`src/rtl/core/tfcc_pkg.sv`:
```
`default_nettype none

package tfcc_pkg;

  localparam int unsigned BYTE_W  = 8;
  localparam int unsigned POS_W   = 4;
  localparam int unsigned TEMP_W  = 16;
  localparam int unsigned STAT_W  = 2;

  localparam logic [BYTE_W-1:0] CRC_POLY = 8'h8C;
  localparam logic [POS_W-1:0]  POS_TEMP_LO = 4'd0;
  localparam logic [POS_W-1:0]  POS_TEMP_HI = 4'd1;
  localparam logic [POS_W-1:0]  POS_CONFIG  = 4'd4;
  localparam logic [POS_W-1:0]  POS_LAST    = 4'd8;

  localparam logic [BYTE_W-1:0] RES_9BIT  = 8'h1F;
  localparam logic [BYTE_W-1:0] RES_10BIT = 8'h3F;
  localparam logic [BYTE_W-1:0] RES_11BIT = 8'h5F;
  localparam logic [BYTE_W-1:0] RES_12BIT = 8'h7F;

  typedef enum logic [STAT_W-1:0] {
    STATUS_OK      = 2'd0,
    STATUS_BAD_CFG = 2'd1,
    STATUS_BAD_CRC = 2'd2
  } status_t;

  typedef struct packed {
    status_t                  status;
    logic signed [TEMP_W-1:0] temperature;
  } result_t;

  typedef struct packed {
    logic             fire;
    logic [POS_W-1:0] pos;
  } frame_stat_t;

  // Reflected CRC-8, LSB first: eight shift steps on one byte.
  function automatic logic [BYTE_W-1:0] crc_fold(input logic [BYTE_W-1:0] crc_in,
                                                 input logic [BYTE_W-1:0] data);
    logic [BYTE_W-1:0] crc;
    logic              fb;
    crc = crc_in;
    for (int k = 0; k < BYTE_W; k++) begin
      fb  = crc[0] ^ data[k];
      crc = crc >> 1;
      if (fb) begin
        crc = crc ^ CRC_POLY;
      end
    end
    return crc;
  endfunction

  function automatic logic valid_resolution(input logic [BYTE_W-1:0] b);
    return (b == RES_9BIT) || (b == RES_10BIT) || (b == RES_11BIT) || (b == RES_12BIT);
  endfunction

endpackage

`default_nettype wire

```
`src/rtl/core/tfcc_frame.sv`:
```
`default_nettype none

module tfcc_frame
  import tfcc_pkg::*;
(
  input  wire logic              clk,
  input  wire logic              rst_n,
  input  wire logic              accept,
  input  wire logic [BYTE_W-1:0] frame_byte,
  input  wire logic              frame_start,
  output frame_stat_t            stat,
  output result_t                result
);

  logic [POS_W-1:0]  pos_r, pos_nxt;
  logic [BYTE_W-1:0] crc_r, crc_nxt;
  logic [BYTE_W-1:0] temp_lo_r, temp_lo_nxt;
  logic [BYTE_W-1:0] temp_hi_r, temp_hi_nxt;
  logic              res_ok_r, res_ok_nxt;

  logic [POS_W-1:0]  pos_cur;
  logic [BYTE_W-1:0] crc_cur;
  logic              is_last;

  always_comb begin
    // frame start forces this byte to be byte 0 with a fresh CRC
    pos_cur = frame_start ? '0 : pos_r;
    crc_cur = frame_start ? '0 : crc_r;
    is_last = (pos_cur >= POS_LAST);

    pos_nxt     = pos_r;
    crc_nxt     = crc_r;
    temp_lo_nxt = temp_lo_r;
    temp_hi_nxt = temp_hi_r;
    res_ok_nxt  = res_ok_r;

    if (accept) begin
      if (is_last) begin
        pos_nxt = '0;
        crc_nxt = '0;
      end else begin
        pos_nxt = pos_cur + 1'b1;
        crc_nxt = crc_fold(crc_cur, frame_byte);
        if (pos_cur == POS_TEMP_LO) begin
          temp_lo_nxt = frame_byte;
        end else if (pos_cur == POS_TEMP_HI) begin
          temp_hi_nxt = frame_byte;
        end else if (pos_cur == POS_CONFIG) begin
          res_ok_nxt = valid_resolution(frame_byte);
        end
      end
    end

    stat.fire = accept && is_last;
    stat.pos  = pos_r;

    if (!res_ok_r) begin
      result.status      = STATUS_BAD_CFG;
      result.temperature = '0;
    end else if (crc_cur != frame_byte) begin
      result.status      = STATUS_BAD_CRC;
      result.temperature = '0;
    end else begin
      result.status      = STATUS_OK;
      result.temperature = {temp_hi_r, temp_lo_r};
    end
  end

  always_ff @(posedge clk) begin
    if (!rst_n) begin
      pos_r     <= '0;
      crc_r     <= '0;
      temp_lo_r <= '0;
      temp_hi_r <= '0;
      res_ok_r  <= 1'b0;
    end else begin
      pos_r     <= pos_nxt;
      crc_r     <= crc_nxt;
      temp_lo_r <= temp_lo_nxt;
      temp_hi_r <= temp_hi_nxt;
      res_ok_r  <= res_ok_nxt;
    end
  end

endmodule

`default_nettype wire

```
`config.mk`:
```
export PLATFORM = sky130hd
export DESIGN_NAME = tfcc_frame
export DESIGN_NICKNAME = d
export VERILOG_FILES = /design/src/rtl/core/tfcc_pkg.sv /design/src/rtl/core/tfcc_frame.sv
export SDC_FILE = /design/constraint.sdc
export NUM_CORES = 1
export LEC_CHECK = 0
export BUFFER_PORTS_ARGS = -buffer_cell sky130_fd_sc_hd__buf_2
export CAP_MARGIN = 40
export CELL_PAD_IN_SITES_DETAIL_PLACEMENT = 0
export CELL_PAD_IN_SITES_GLOBAL_PLACEMENT = 1
export CORE_ASPECT_RATIO = 1.25
export CORE_MARGIN = 4
export CORE_UTILIZATION = 37
export CTS_CLUSTER_SIZE = 12
export DETAILED_ROUTE_END_ITERATION = 7
export PLACE_DENSITY_LB_ADDON = 0.08
export SLEW_MARGIN = 5
export SYNTH_ARGS = -nofsm -noshare
export SYNTH_HDL_FRONTEND = slang
export SYNTH_SLANG_ARGS = --single-unit
```
`constraint.sdc`:
```
create_clock -name clk -period 2.4 [get_ports clk]
set_clock_uncertainty 0.05 [all_clocks]
set_input_delay 0.6 -clock clk [delete_from_list [all_inputs] [get_ports clk]]
set_output_delay 0.6 -clock clk [all_outputs]
set_load 0.02 [all_outputs]
```
### Word-level counts from Yosys, hierarchy flattened

Index checks and enable logic that the tools add are counted.

| operators by class | value |
|---|---|
| reduce and logical (&&, ||, !) cells | 8 |
| mux-type cells | 28 |
| add/sub/neg operators | 1 |
| $lt $le $gt $ge | 1 |
| equality and inequality tests | 7 |
| bitwise logic cells | 19 |

Operators with widths:

| cell | number |
|---|---|
| two-way mux 8 bit | 24 |
| two-way mux 18 bit | 2 |
| inverter 2 -> 3 bit | 8 |
| equality test 8 x 7 -> 1 bit (second input constant) | 2 |
| equality test 8 x 5 -> 1 bit (second input constant) | 1 |
| equality test 8 x 6 -> 1 bit (second input constant) | 1 |
| two-way mux 4 bit | 2 |
| != test 8 bit | 1 |
| bitwise XOR 1 bit | 8 |
| AND reduction 5 bit | 1 |
| adder 4 x 1 -> 4 bit (second input constant) | 1 |
| equality test 4 x 1 -> 1 bit (second input constant) | 1 |
| equality test 4 x 3 -> 1 bit (second input constant) | 1 |
| greater-or-equal comparator 4 bit (second input constant) | 1 |
| logical NOT 4 bit | 1 |
| AND reduction 4 bit | 1 |
| logical OR 1 bit | 3 |
| inverter 1 bit | 3 |
| AND reduction 3 bit | 1 |
| logical AND 1 bit | 1 |

| word-level totals | value |
|---|---|
| input bits | 12 |
| word-level logic and storage cells | 69 |
| register bits after elaboration | 29 |
| output and inout port bits | 23 |

### Depth between registers and ports, before layout

| logic depth | value |
|---|---|
| word-level depth | 32 |
| depth in mapped cells | 9 |
| mapped depth without buffers | 6 |

### Worst setup path after synthesis

Ideal clock, no wire load.

| path | value |
|---|---|
| path type | input port to output port |
| from | input port frame_byte[2] |
| to | output port result[10] (netlist name) |
| data required time | 1.750 ns |
| path buffers | 2 |
| arrival | 2.172 ns |
| path slack | -0.422 ns |
| stages | 7 |
| cells stage by stage | clkbuf_1 nor4bb_1 a31oi_1 o32ai_1 nand3_1 buf_2 nor3_1 |

RTL lines:

| element | line | source |
|---|---|---|
| from (decl) | tfcc_frame.sv:9 | `input wire logic [BYTE_W-1:0] frame_byte,` |
| to (decl) | tfcc_frame.sv:12 | `output result_t result` |

==> flow_summary.ini <==
[sta]
fmax_ghz = 0.400
fin_crit_sh_pct = 104
relSlewSlack_pct = 74.5
hold_ws_ps = 412
period_minus_slack_ps = 2500
hold_viol_final = 0
setup_violations = 17
worst_pin_slew_ps = 382
rsz0062_at_grt = true
drv_slew = 0
final.setup.worst_slack_ps = -99.7

[global_route]
antenna_found_initial = 0
first_global_vias = 1691
gr-total-overflow = 0
grt_pass1_wl_mm = 8.28
grt_max_degree = 28
grt.total_usage_pct = 16.6

[cts]
cts-htree-levels = 2
cts_buffers = 5
cts_tree = yes
worstSkewPairLatency_ps = 280
cts_sinks = 29
cts_root_buf = clkbuf_8
clockBufferDepth = 2
clk_pin_slew_worst_paths_ps = 60
post-cts-setup-buffers = 0

[synth]
syn_nets = 256
ys_seq_area_share_pct = 30.0
ys_async_sr_fraction_pct = 0
synth_warnings = 0
synth_edf_count = 0
synth.avg_cell_area_um2 = 8.04
synth_area_um2 = 1940
synth_cells = 241
ys_seq_elements = 29
ys_dominant_reg_cell = dfxtp_1
synth_cell_types = 34

[status]
violations = negative setup slack
status = finished with violations

[floorplanning]
dieWidth_um = 72.7
ios = 35
die_area_um2 = 6470
coreArea_um2 = 5080
start_util_pct = 38.2
die_y_um = 88.9
rows = 29

[worst_setup_path]
crit_required_ps = 1750
start_kind = primary input
path_max_fanout = 17
reg2reg_slack_ps = 570
crit_arrival_ps = 1850
crit_path_end_kind = output pin
path_cells = buf_6, nor4bb_2, a31oi_1, o32ai_1, nand3_2, buf_12, o21a_1, buf_2
path_class = in2out
crit_slowest_cell = nor4bb_2
critPathMaxStageDelay_ps = 260
ff2ff_path_depth = 6

[power_and_ir_drop]
p_leak_nw = 1.20
pwr_density_cell_nw_per_um2 = 585
irDropWorstVdd_v = 0.000410
power.total_w = 0.00163

[placement]
gp_congestion = 0.808
portBuffers = 34
dpl.hpwl_mm = 3.78
dp.cells = 348
place_ws_ps = -225

[routing]
vias_per_cell = 4.88
drc = 0
vias = 1738
drt_iter0_markers = 70
dr.pass1.iters = 4
wl_per_cell_um = 13.5
ant_nets = 0
drt_wl_total_mm = 4.79

[finish]
syn2layout_area_growth_pct = 43.7
drive_above_1_share_pct = 35.4
nets = 308
fin_cells = 356
num-fill-cells = 517
num_antenna_cells = 0

[worst_hold_path]
worst_hold_path_type = reg2reg
holdPathStages = 2

[flow_run]
cap_violations = 0
-- report_power, final --
group	leakage [nW]	internal, W	total (W)	switching, W
sequential	0.240	0.000538	0.000600	0.0000620
combinational	0.909	0.000322	0.000575	0.000253
clock	0.0542	0.000259	0.000454	0.000195
-- state kept, by name, indices dropped and copies added, names as in the netlist --
register,count
pos_r,4
temp_hi_r,8
crc_r,8
res_ok_r,1
temp_lo_r,8
-- Yosys cell counts, drive strengths merged, types with 2 or more instances --
cell type	instances	share of area (%)
nor4bb	4	2.1
xnor3	5	5.9
nor2	18	3.5
o21ai	6	1.5
nor2b	20	6.6
o2bb2ai	2	0.90
nand3	9	2.3
buf	10	2.7
dfxtp	29	30
o21a	3	1.2
o32ai	3	1.4
nand2	34	6.6
clkbuf	11	2.1
and2	4	1.3
a22oi	3	1.2
nor3	17	4.4
ha	3	1.9
xnor2	24	11
a21boi	8	3.1
nand2b	3	0.97
a31oi	4	1.3
inv	5	0.97
mux2i	9	4.6
-- cell families after synthesis --
group,share of synthesized area [%]
and+or+nand+nor,28.5
AOI/OAI and AO/OA,11.9
xor gates and xnor gates,17.2
DFF,30.0
buffers and inverters,5.81
muxes,4.65
adders and majority gates,1.94
-- critical path, delay by kind of cell --
family	cells	cell delay (ps)
and+or+nand+nor	2	390
buffers and inverters	3	440
AOI/OAI and AO/OA	3	400
-- final cells by class --
type                    instances  area, µm²  share of cell area [%]
multi-input cells             186       1450                    51.9
well taps                      62       77.6                    2.79
flip-flops and latches         29        594                    21.3
repair buffers                 66        548                    19.7
clock buffers                   7       96.3                    3.46
clock inverters                 1       5.00                   0.180
inverters                       5       18.8                   0.674
-- layout by cell type (no fill, tap or decap), types with 5 or more instances in the layout --
master / instances
a21boi_0: 8
xnor2_1: 24
dfxtp_1: 24
nand3_1: 8
nor2_1: 18
o21ai_0: 5
nor3_4: 10
inv_1: 5
nor2b_1: 19
clkbuf_8: 7
buf_2: 13
nand2_1: 34
nor3_2: 6
buf_6: 12
buf_4: 37
mux2i_1: 9
-- per-layer routing --
metal,track usage [%],part of all wire [%],vias to the layer above,routed length (µm)
met5,0,0,-,0
met4,6.04,0.65,0,31
met3,2.92,3.5,2,169
met2,30.0,53,32,2540
met1,19.6,43,795,2060
li1,-,-,909,-
-- through the flow --
| stage | instance area [µm²] | TNS, ps | utilization (%) |
|---|---|---|---|
| 2_1_floorplan | 2150 | -1940 | - |
| 3_3_place_gp | 2500 | -2030 | 49.3 |
| 3_5_place_dp | 2500 | -2960 | 49.3 |
| 4_1_cts | 2750 | -1040 | 54.2 |
| 5_1_grt | 2790 | -2270 | 54.8 |
| 6_report | 2790 | -828 | 54.8 |
-- worst paths after layout --
check | endpoint | start
worst min-delay path | temp_lo_r[1]$_SDFFE_PN0P_ | temp_lo_r[1]$_SDFFE_PN0P_
worst max register to register | crc_r[7]$_SDFFE_PN0P_ | crc_r[0]$_SDFFE_PN0P_
worst min register to register | temp_lo_r[1]$_SDFFE_PN0P_ | temp_lo_r[1]$_SDFFE_PN0P_
worst max-delay path | result[17] | frame_byte[4]
-- repair_timing --
item	CTS	global route
hold buffers	0	0
resized for setup	45	8
setup endpoints to repair	17	17
Note: power is estimated with default switching activity, not from simulation.
